[src/design/rki_pkg.sv]
// Package for the RGB keyframe interpolator.
// Holds the command codes, the sequencer states, the table entry type and sizes.
// No dependencies.
`default_nettype none

package rki_pkg;

    // Default number of table entries and the largest table the 4-bit index reaches
    localparam int PHASES_DEFAULT = 16;
    localparam int TABLE_MAX      = 16;

    // Command codes of an input item
    localparam logic [1:0] CMD_WRITE   = 2'd0;
    localparam logic [1:0] CMD_RESTART = 2'd1;
    localparam logic [1:0] CMD_SAMPLE  = 2'd2;

    // Bit-serial multiply and divide run over one color channel
    localparam int CHAN_W    = 8;
    localparam int NUM_CHAN  = 3;
    localparam int TIME_W    = 16;
    localparam int PROD_W    = CHAN_W + TIME_W;

    // Sequencer states
    typedef enum logic [3:0] {
        S_IDLE,
        S_RD_CUR,
        S_RD_NXT,
        S_DECIDE,
        S_LOAD,
        S_MUL,
        S_DIVINIT,
        S_DIV,
        S_STORE,
        S_OUT
    } rki_state_t;

    // One phase table entry
    typedef struct packed {
        logic [TIME_W-1:0] hold;
        logic [TIME_W-1:0] trans;
        logic [CHAN_W-1:0] red;
        logic [CHAN_W-1:0] green;
        logic [CHAN_W-1:0] blue;
    } tbl_entry_t;

endpackage

`default_nettype wire

[src/design/rgb_keyframe_interpolator_top.sv]
// RGB keyframe interpolator: phase table, sequencer and bit-serial multiply/divide.
// Depends on rki_pkg.
`default_nettype none

// Usage
// - Input channel (s_valid/s_ready) carries write, restart and time-sample items.
//   A write item loads one phase table entry, a restart item sets the phase start
//   time to s_now_ms and selects phase 0; neither gives a result.
// - Every time-sample item gives exactly one result item on the m_ channel with
//   the current color, the phase in force and whether the phase advanced.
// - A sample with a phase count of zero goes straight to the output state; else
//   both entries are read, in the hold or past the transition the result then
//   loads; inside a transition the shared unit does per channel a load step, an
//   8-step shift-add multiply, a setup, an 8-step restoring divide and a store.
// - One item is worked on at a time; s_ready is high while the sequencer is idle,
//   so a sample holds off the input until its result is loaded for output.
// - The result sits in an output register; while the receiver stalls the next
//   item is still accepted and worked on, and the sequencer waits only when a
//   second result is ready before the first was taken.
// - cfg_wr_en/cfg_wr_data write the phase count; write it only while idle.
// - Reset (aresetn low, synchronous) clears phase, start time, color, phase
//   count and the output valid. The phase table is not cleared.

module rgb_keyframe_interpolator_top
    import rki_pkg::*;
#(
    parameter int PHASES = PHASES_DEFAULT
) (
    input  wire logic        aclk,
    input  wire logic        aresetn,
    // Configuration
    input  wire logic        cfg_wr_en,
    input  wire logic [4:0]  cfg_wr_data,
    // Input channel
    input  wire logic        s_valid,
    output logic             s_ready,
    input  wire logic [1:0]  s_cmd,
    input  wire logic [3:0]  s_entry_index,
    input  wire logic [15:0] s_hold_ms,
    input  wire logic [15:0] s_transition_ms,
    input  wire logic [7:0]  s_red_in,
    input  wire logic [7:0]  s_green_in,
    input  wire logic [7:0]  s_blue_in,
    input  wire logic [31:0] s_now_ms,
    // Result channel
    output logic             m_valid,
    input  wire logic        m_ready,
    output logic [7:0]       m_red_out,
    output logic [7:0]       m_green_out,
    output logic [7:0]       m_blue_out,
    output logic [3:0]       m_phase_now,
    output logic             m_advanced
);

    localparam int TBL_DEPTH = (PHASES < TABLE_MAX) ? PHASES : TABLE_MAX;
    localparam int IDX_W     = (TBL_DEPTH > 1) ? $clog2(TBL_DEPTH) : 1;

    // Sequencer
    rki_state_t state_reg, state_next;

    // Architectural state
    logic [4:0]        phase_count_reg;
    logic [IDX_W-1:0]  phase_reg;
    logic [31:0]       start_reg;
    logic [CHAN_W-1:0] color_reg [NUM_CHAN];

    // Phase table
    tbl_entry_t        tbl_mem [TBL_DEPTH];
    tbl_entry_t        rd_data_reg;
    logic [IDX_W-1:0]  rd_addr;

    // Per-sample working registers
    logic [31:0]       now_reg;
    logic [31:0]       elapsed_reg;
    logic [IDX_W-1:0]  cur_reg;
    logic [IDX_W-1:0]  nxt_reg;
    logic [TIME_W-1:0] cur_hold_reg;
    logic [TIME_W-1:0] cur_trans_reg;
    logic [CHAN_W-1:0] cur_rgb_reg [NUM_CHAN];
    logic [CHAN_W-1:0] nxt_rgb_reg [NUM_CHAN];
    logic [TIME_W-1:0] part_reg;
    logic              adv_reg;

    // Shared multiply/divide unit
    logic [1:0]        ch_reg;
    logic [2:0]        cnt_reg;
    logic [CHAN_W-1:0] from_reg;
    logic              neg_reg;
    logic [CHAN_W-1:0] mag_reg;
    logic [CHAN_W-1:0] mplier_reg;
    logic [PROD_W-1:0] mcand_reg;
    logic [PROD_W-1:0] acc_reg;
    logic [TIME_W-1:0] rem_reg;
    logic [CHAN_W-1:0] qsh_reg;

    // Output register
    logic              m_valid_reg;
    logic [CHAN_W-1:0] m_red_reg, m_green_reg, m_blue_reg;
    logic [3:0]        m_phase_reg;
    logic              m_adv_reg;

    // Control decoded from state
    logic              accept;
    logic              tbl_we;
    logic              out_load;

    // Decode of a sample at accept time
    logic [4:0]        n_use;
    logic [IDX_W-1:0]  cur_sel;
    logic [IDX_W-1:0]  nxt_sel;

    // Decision terms
    logic [TIME_W:0]   hold_sum;
    logic              in_hold;
    logic              in_trans;
    logic [31:0]       part_full;

    // Channel setup terms
    logic [CHAN_W:0]   delta;
    logic [CHAN_W-1:0] mag;
    logic [CHAN_W-1:0] from_sel;
    logic [CHAN_W-1:0] to_sel;

    // Divide step terms
    logic [TIME_W:0]   trial;
    logic [TIME_W:0]   trial_sub;
    logic              qbit;

    // Count in use and current/next phase
    always_comb begin
        n_use = (phase_count_reg > 5'(TBL_DEPTH)) ? 5'(TBL_DEPTH) : phase_count_reg;
        cur_sel = (5'(phase_reg) < n_use) ? phase_reg : '0;
        nxt_sel = (5'(cur_sel) + 5'd1 == n_use) ? '0 : IDX_W'(5'(cur_sel) + 5'd1);
    end

    // Compare elapsed time against hold and hold plus transition
    always_comb begin
        hold_sum  = {1'b0, cur_hold_reg} + {1'b0, cur_trans_reg};
        in_hold   = elapsed_reg[31] || (elapsed_reg < 32'(cur_hold_reg));
        in_trans  = elapsed_reg < 32'(hold_sum);
        part_full = elapsed_reg - 32'(cur_hold_reg);
    end

    // Select the channel pair and take the magnitude of the step
    always_comb begin
        from_sel = cur_rgb_reg[ch_reg];
        to_sel   = nxt_rgb_reg[ch_reg];
        delta    = {1'b0, to_sel} - {1'b0, from_sel};
        mag      = delta[CHAN_W] ? CHAN_W'(-delta) : delta[CHAN_W-1:0];
    end

    // One restoring divide step
    always_comb begin
        trial     = {rem_reg, qsh_reg[CHAN_W-1]};
        trial_sub = trial - {1'b0, cur_trans_reg};
        qbit      = trial >= {1'b0, cur_trans_reg};
    end

    // Next state
    always_comb begin
        state_next = state_reg;
        unique case (state_reg)
            S_IDLE: begin
                if (s_valid && s_cmd == CMD_SAMPLE) begin
                    state_next = (n_use == 5'd0) ? S_OUT : S_RD_CUR;
                end
            end
            S_RD_CUR:  state_next = S_RD_NXT;
            S_RD_NXT:  state_next = S_DECIDE;
            S_DECIDE: begin
                if (!in_hold && in_trans) begin
                    state_next = S_LOAD;
                end else begin
                    state_next = S_OUT;
                end
            end
            S_LOAD:    state_next = S_MUL;
            S_MUL:     state_next = (cnt_reg == 3'd7) ? S_DIVINIT : S_MUL;
            S_DIVINIT: state_next = S_DIV;
            S_DIV:     state_next = (cnt_reg == 3'd7) ? S_STORE : S_DIV;
            S_STORE:   state_next = (ch_reg == 2'(NUM_CHAN - 1)) ? S_OUT : S_LOAD;
            S_OUT: begin
                if (!m_valid_reg || m_ready) begin
                    state_next = S_IDLE;
                end
            end
            default:   state_next = S_IDLE;
        endcase
    end

    // Control outputs
    always_comb begin
        s_ready  = 1'b0;
        out_load = 1'b0;
        rd_addr  = cur_reg;
        unique case (state_reg)
            S_IDLE:   s_ready  = 1'b1;
            S_RD_NXT: rd_addr  = nxt_reg;
            S_OUT:    out_load = !m_valid_reg || m_ready;
            default: begin
                s_ready  = 1'b0;
            end
        endcase
        accept = s_valid && s_ready;
        tbl_we = accept && s_cmd == CMD_WRITE && ({1'b0, s_entry_index} < 5'(TBL_DEPTH));
    end

    // Advance the sequencer
    always_ff @(posedge aclk) begin
        if (!aresetn) begin
            state_reg <= S_IDLE;
        end else begin
            state_reg <= state_next;
        end
    end

    // Phase table write and registered read
    always_ff @(posedge aclk) begin
        if (tbl_we) begin
            tbl_mem[s_entry_index[IDX_W-1:0]] <= '{hold:  s_hold_ms,
                                                   trans: s_transition_ms,
                                                   red:   s_red_in,
                                                   green: s_green_in,
                                                   blue:  s_blue_in};
        end
        rd_data_reg <= tbl_mem[rd_addr];
    end

    // Configuration register
    always_ff @(posedge aclk) begin
        if (!aresetn) begin
            phase_count_reg <= '0;
        end else if (cfg_wr_en) begin
            phase_count_reg <= cfg_wr_data;
        end
    end

    // Architectural state: phase, start time and color
    always_ff @(posedge aclk) begin
        if (!aresetn) begin
            phase_reg <= '0;
            start_reg <= '0;
            for (int i = 0; i < NUM_CHAN; i++) begin
                color_reg[i] <= '0;
            end
        end else begin
            if (accept && s_cmd == CMD_RESTART) begin
                start_reg <= s_now_ms;
                phase_reg <= '0;
            end
            if (state_reg == S_DECIDE) begin
                if (in_hold) begin
                    phase_reg    <= cur_reg;
                    color_reg[0] <= cur_rgb_reg[0];
                    color_reg[1] <= cur_rgb_reg[1];
                    color_reg[2] <= cur_rgb_reg[2];
                end else if (in_trans) begin
                    phase_reg <= cur_reg;
                end else begin
                    phase_reg <= nxt_reg;
                    start_reg <= start_reg + 32'(hold_sum);
                end
            end
            if (state_reg == S_STORE) begin
                color_reg[ch_reg] <= neg_reg ? from_reg - qsh_reg : from_reg + qsh_reg;
            end
        end
    end

    // Per-sample working registers
    always_ff @(posedge aclk) begin
        if (state_reg == S_IDLE && accept) begin
            now_reg <= s_now_ms;
            cur_reg <= cur_sel;
            nxt_reg <= nxt_sel;
            adv_reg <= 1'b0;
        end
        if (state_reg == S_RD_NXT) begin
            cur_hold_reg   <= rd_data_reg.hold;
            cur_trans_reg  <= rd_data_reg.trans;
            cur_rgb_reg[0] <= rd_data_reg.red;
            cur_rgb_reg[1] <= rd_data_reg.green;
            cur_rgb_reg[2] <= rd_data_reg.blue;
            elapsed_reg    <= now_reg - start_reg;
        end
        if (state_reg == S_DECIDE) begin
            nxt_rgb_reg[0] <= rd_data_reg.red;
            nxt_rgb_reg[1] <= rd_data_reg.green;
            nxt_rgb_reg[2] <= rd_data_reg.blue;
            part_reg       <= part_full[TIME_W-1:0];
            adv_reg        <= !in_hold && !in_trans;
        end
    end

    // Shared shift-add multiply and restoring divide, one bit per cycle
    always_ff @(posedge aclk) begin
        unique case (state_reg)
            S_DECIDE: begin
                ch_reg <= '0;
            end
            S_LOAD: begin
                from_reg   <= from_sel;
                neg_reg    <= delta[CHAN_W];
                mag_reg    <= mag;
                mplier_reg <= mag;
                mcand_reg  <= PROD_W'(part_reg);
                acc_reg    <= '0;
                cnt_reg    <= '0;
            end
            S_MUL: begin
                if (mplier_reg[0]) begin
                    acc_reg <= acc_reg + mcand_reg;
                end
                mcand_reg  <= mcand_reg << 1;
                mplier_reg <= mplier_reg >> 1;
                cnt_reg    <= cnt_reg + 3'd1;
            end
            S_DIVINIT: begin
                rem_reg <= acc_reg[PROD_W-1:CHAN_W];
                qsh_reg <= acc_reg[CHAN_W-1:0];
                cnt_reg <= '0;
            end
            S_DIV: begin
                rem_reg <= qbit ? trial_sub[TIME_W-1:0] : trial[TIME_W-1:0];
                qsh_reg <= {qsh_reg[CHAN_W-2:0], qbit};
                cnt_reg <= cnt_reg + 3'd1;
            end
            S_STORE: begin
                ch_reg <= ch_reg + 2'd1;
            end
            default: begin
                cnt_reg <= cnt_reg;
            end
        endcase
    end

    // Output register: load a finished item, drop valid when taken
    always_ff @(posedge aclk) begin
        if (!aresetn) begin
            m_valid_reg <= 1'b0;
        end else if (out_load) begin
            m_valid_reg <= 1'b1;
        end else if (m_ready) begin
            m_valid_reg <= 1'b0;
        end
    end

    always_ff @(posedge aclk) begin
        if (out_load) begin
            m_red_reg   <= color_reg[0];
            m_green_reg <= color_reg[1];
            m_blue_reg  <= color_reg[2];
            m_phase_reg <= 4'(phase_reg);
            m_adv_reg   <= adv_reg;
        end
    end

    assign m_valid     = m_valid_reg;
    assign m_red_out   = m_red_reg;
    assign m_green_out = m_green_reg;
    assign m_blue_out  = m_blue_reg;
    assign m_phase_now = m_phase_reg;
    assign m_advanced  = m_adv_reg;

    // The partial remainder stays below the divisor through every divide step
    a_rem_below_trans: assert property (@(posedge aclk) disable iff (!aresetn)
        (state_reg == S_DIV) |-> (rem_reg < cur_trans_reg))
        else $error("divide remainder not below transition time");

    // A quotient never exceeds the step magnitude, so the color cannot overshoot
    a_quot_bounded: assert property (@(posedge aclk) disable iff (!aresetn)
        (state_reg == S_STORE) |-> (qsh_reg <= mag_reg))
        else $error("interpolation quotient exceeds channel step");

    // A new result appears only out of the output state
    a_result_from_out: assert property (@(posedge aclk) disable iff (!aresetn)
        $rose(m_valid_reg) |-> ($past(state_reg) == S_OUT))
        else $error("result raised outside the output state");

endmodule

`default_nettype wire
[config.mk]
export PLATFORM = sky130hd
export DESIGN_NAME = rgb_keyframe_interpolator_top
export DESIGN_NICKNAME = d
export VERILOG_FILES = /design/src/design/rki_pkg.sv /design/src/design/rgb_keyframe_interpolator_top.sv
export SDC_FILE = /design/constraint.sdc
export NUM_CORES = 2
export LEC_CHECK = 0
export ABC_AREA = 1
export BUFFER_PORTS_ARGS = -buffer_cell sky130_fd_sc_hd__buf_2
export CORE_ASPECT_RATIO = 1.4
export CORE_MARGIN = 2
export CORE_UTILIZATION = 47
export CTS_BUF_LIST = sky130_fd_sc_hd__clkbuf_4 sky130_fd_sc_hd__clkbuf_8
export DETAILED_ROUTE_END_ITERATION = 7
export GPL_TIMING_DRIVEN = 0
export PLACE_DENSITY = 0.65
export SETUP_SLACK_MARGIN = 0.5
export SYNTH_ARGS = -nofsm -noshare
export SYNTH_HDL_FRONTEND = slang
export SYNTH_SLANG_ARGS = --single-unit
[constraint.sdc]
create_clock -name aclk -period 8.7 [get_ports aclk]
set_input_delay 1.74 -clock aclk [delete_from_list [all_inputs] [get_ports aclk]]
set_output_delay 1.74 -clock aclk [all_outputs]
set_load 0.02 [all_outputs]
==> impl_metrics.env <==
export IMPL_hold_viol=0
export IMPL_crit_fanout=10
export IMPL_antenna_found_initial=26
export IMPL_p_leak_uw=0.0238
export IMPL_pre_cts_slack_ns=3.62
export IMPL_power_frac_clock_pct=23.7
export IMPL_grtUsageTotal_pct=28.0
export IMPL_final_setup_worst_slack_ns=3.64
export IMPL_slowest_delay_ns=0.62
export IMPL_synth_area_leaders="edfxtp_1, o21ai_0, nor2_1"
export IMPL_pwr_share_seq_pct=36.8
export IMPL_nFillCells=10300
export IMPL_slew_headroom_pct=12.4
export IMPL_synth_most_common_cell="edfxtp_1"
export IMPL_slew_violations=0
export IMPL_grt_max_degree=64
export IMPL_cp_data_arrival_time_ns=5.90
export IMPL_end_kind="flip-flop"
export IMPL_syn_area_sq_mm=0.0573
export IMPL_met3RoutedLength_microns=14500
export IMPL_row_count=151
export IMPL_final_setup_viol_count=0
export IMPL_drt_vias_per_instance=5.84
export IMPL_clkSlewWorstSetupHoldPaths_ns=0.07
export IMPL_first_pass_iters=7
export IMPL_yosysTopAreaCellShare_pct=63.5
export IMPL_cp_required_ns=9.54
export IMPL_fin_nets=5562
export IMPL_met1Wirelength_microns=63500
export IMPL_root_buffer="clkbuf_8"
export IMPL_clock_sinks=1316
export IMPL_drtIter0Drc=4259
export IMPL_ctsHoldBuffers=0
export IMPL_final_cells=7066
export IMPL_hold_start="rd_data_reg[38]"
export IMPL_crit_chain="ha_1 -> inv_1 -> nor3_1 -> nand2_1 -> nand2_1 -> nand2_1 -> nand2_1 -> o21ai_0 -> o21ai_0 -> xor2_1 -> inv_1 -> ha_1 -> a21oi_1 -> o21ai_0 -> a21oi_1 -> nand2_1 -> nand2_1 -> nand2_1 -> nand3_2 -> clkbuf_1 -> nand2_1 -> a21oi_1"
export IMPL_drive_gt1_share_pct=12.5
export IMPL_p_sw_uw=8790
export IMPL_wl_met2_microns=89000
export IMPL_crit_family="simple AND/OR/NAND/NOR gates"
export IMPL_gr_total_overflow=0
export IMPL_post_cts_setup_buffers=0
export IMPL_synthArstFlopShare_pct=0
export IMPL_internal_power_uw=12500
export IMPL_insertion_delay_ns=0.95
export IMPL_power_density_mw_per_mm2=328
export IMPL_critPathKind="reg -> reg"
export IMPL_coreArea_sq_mm=0.121
export IMPL_synth_cell_types=51
export IMPL_drv_cap=0
export IMPL_largest_reg_flops=896
export IMPL_cts_buffer_depth=3
export IMPL_start_util_pct=47.3
export IMPL_syn_avg_cell_area_sq_um=11.7
export IMPL_netlist_top_cells_count="edfxtp_1, nor2_1, nand2_1"
export IMPL_synth_edff_count=1212
export IMPL_peakVddDrop_mv=0.177
export IMPL_highest_layer="met5"
export IMPL_swShare_pct=41.3
export IMPL_dpl_cell_count=6703
export IMPL_area_growth_pct=13.3
export IMPL_grt_pass1_wl_microns=255000
export IMPL_synth_largest_area_cell="edfxtp_1"
export IMPL_gp_congestion=0.964
export IMPL_worstHoldPathType="reg -> reg"
export IMPL_wirelength_microns=178000
export IMPL_ant_nets=0
export IMPL_finalCriticalPeriod_ns=5.06
export IMPL_die_y_microns=417
export IMPL_outcome="finished clean"
export IMPL_drcViolationCount=0
export IMPL_critPathBufInv=3
export IMPL_post_route_period_util_pct=58.1
export IMPL_p_comb_share_pct=39.5
export IMPL_max_freq_mhz=198
export IMPL_ys_ff_latch=1316
export IMPL_reg2reg_from="cur_trans_reg[4]"
export IMPL_start_kind="flip-flop"
export IMPL_die_w_microns=299
export IMPL_cts_buffers=190
export IMPL_slowest_stage="clkbuf_1"
export IMPL_hpwlAfterDp_microns=125000
export IMPL_yosysSeqAreaShare_pct=67.1
export IMPL_cp_startpoint="cur_trans_reg[4]"
export IMPL_rsz0062_at_grt="false"
export IMPL_postSynthNetCount=5188
export IMPL_fp_dieArea_sq_mm=0.125
export IMPL_routedWlPerCell_microns=25.1
export IMPL_worst_clock_skew_ns=0.0610
export IMPL_tightest_slew_ns=1.31
export IMPL_cpMostUsedCell="nand2_1"
export IMPL_ys_warnings_count=0
export IMPL_synthFlopType="edfxtp_1"
export IMPL_synth_cells=4915
export IMPL_port_buffers=133
export IMPL_cts_tree="done"
export IMPL_grt_pass1_vias=40500
export IMPL_ctsResizeCount=0
export IMPL_pin_count=135
export IMPL_num_vias=41300
export IMPL_htreeDepth=4
per-stage QoR:
| stage | TNS (ns) | area [sq um] | hold slack (ns) | power [uW] | util [%] |
|---|---|---|---|---|---|
| after global placement | -1081.69 | 60000 | 0.386 | 16000 | 49.5 |
| after CTS | 0 | 64900 | 0.361 | 21200 | 53.6 |
| after global routing | 0 | 65000 | 0.391 | 22200 | 53.6 |
| after detailed placement | 0 | 61000 | 0.389 | 16200 | 50.4 |
| after floorplan | 0 | 57300 | 0.386 | 12900 | - |
| final | 0 | 65000 | 0.373 | 21300 | 53.6 |
cells by family after synthesis:
logic type | count (synthesis) | share of synthesized area [%]
AO/OA/AOI/OAI | 1224 | 12.6
XOR/XNOR | 105 | 1.60
adder cells (fa/ha/maj) | 169 | 3.79
buffers and inverters | 568 | 4.04
flip-flops | 1316 | 67.1
AND/OR/NAND/NOR | 1533 | 10.8
final timing paths:
path / slack [ns] / to / cells after the start
hold reg to reg: 0.37 / cur_trans_reg[14] / 0
hold / removal: 0.37 / cur_trans_reg[14] / 0
setup / recovery: 3.64 / start_reg[13] / 22
setup reg to reg: 3.64 / start_reg[13] / 22
power groups by stage:
stage / Sequential [uW] / Combinational (uW) / Clock (uW)
2_1_floorplan: 7850 / 5000 / 0
3_3_place_gp: 7990 / 8030 / 0
3_5_place_dp: 7970 / 8190 / 0
4_1_cts: 7840 / 8220 / 5090
5_1_grt: 7870 / 9000 / 5330
6_report: 7840 / 8400 / 5050
metal layers:
layer | vias to the layer above | GRT usage [%]
li1 | 18600 | -
met1 | 20000 | 32.1
met2 | 2137 | 48.6
met3 | 565 | 5.78
met4 | 24 | 15.8
met5 | - | 0
final cells by class:
cell class	instances	area (sq um)	share of cell area (%)
well taps	1606	2010	3.09
inverters	343	1290	1.99
clock inverters	84	592	0.911
plain buffers	225	1030	1.58
diodes	7	17.5	0.0270
flip-flops and latches	1316	38500	59.2
repair buffers	182	1560	2.40
clock buffers	272	3310	5.10
multi-input cells	3031	16700	25.7
layout by cell type (no fill, tap or decap), types with 7 or more instances in the layout:
master | synthesis | layout
nand3_1 | 156 | 156
nand3b_1 | 22 | 22
buf_2 | 118 | 251
nand2_1 | 623 | 623
nor2_1 | 654 | 637
clkinv_1 | 1 | 31
a31oi_1 | 13 | 13
clkinv_2 | 0 | 32
o21bai_1 | 15 | 15
fa_1 | 8 | 8
clkbuf_4 | 0 | 69
diode_2 | 0 | 7
clkbuf_8 | 0 | 203
o21ai_1 | 113 | 113
o22ai_1 | 87 | 87
ha_1 | 161 | 161
a21boi_0 | 11 | 11
xnor2_1 | 34 | 34
nor3_1 | 29 | 28
inv_1 | 335 | 333
o211ai_1 | 70 | 70
nor2_4 | 0 | 17
a21oi_1 | 217 | 216
xor2_1 | 71 | 71
nand4_1 | 21 | 21
clkbuf_1 | 93 | 92
dfxtp_1 | 104 | 104
a21o_1 | 21 | 21
buf_4 | 4 | 14
o221ai_1 | 164 | 164
or2_2 | 7 | 7
o21ai_0 | 493 | 493
buf_12 | 0 | 32
inv_2 | 6 | 7
edfxtp_1 | 1212 | 1212
(Power assumes the default switching activity.)
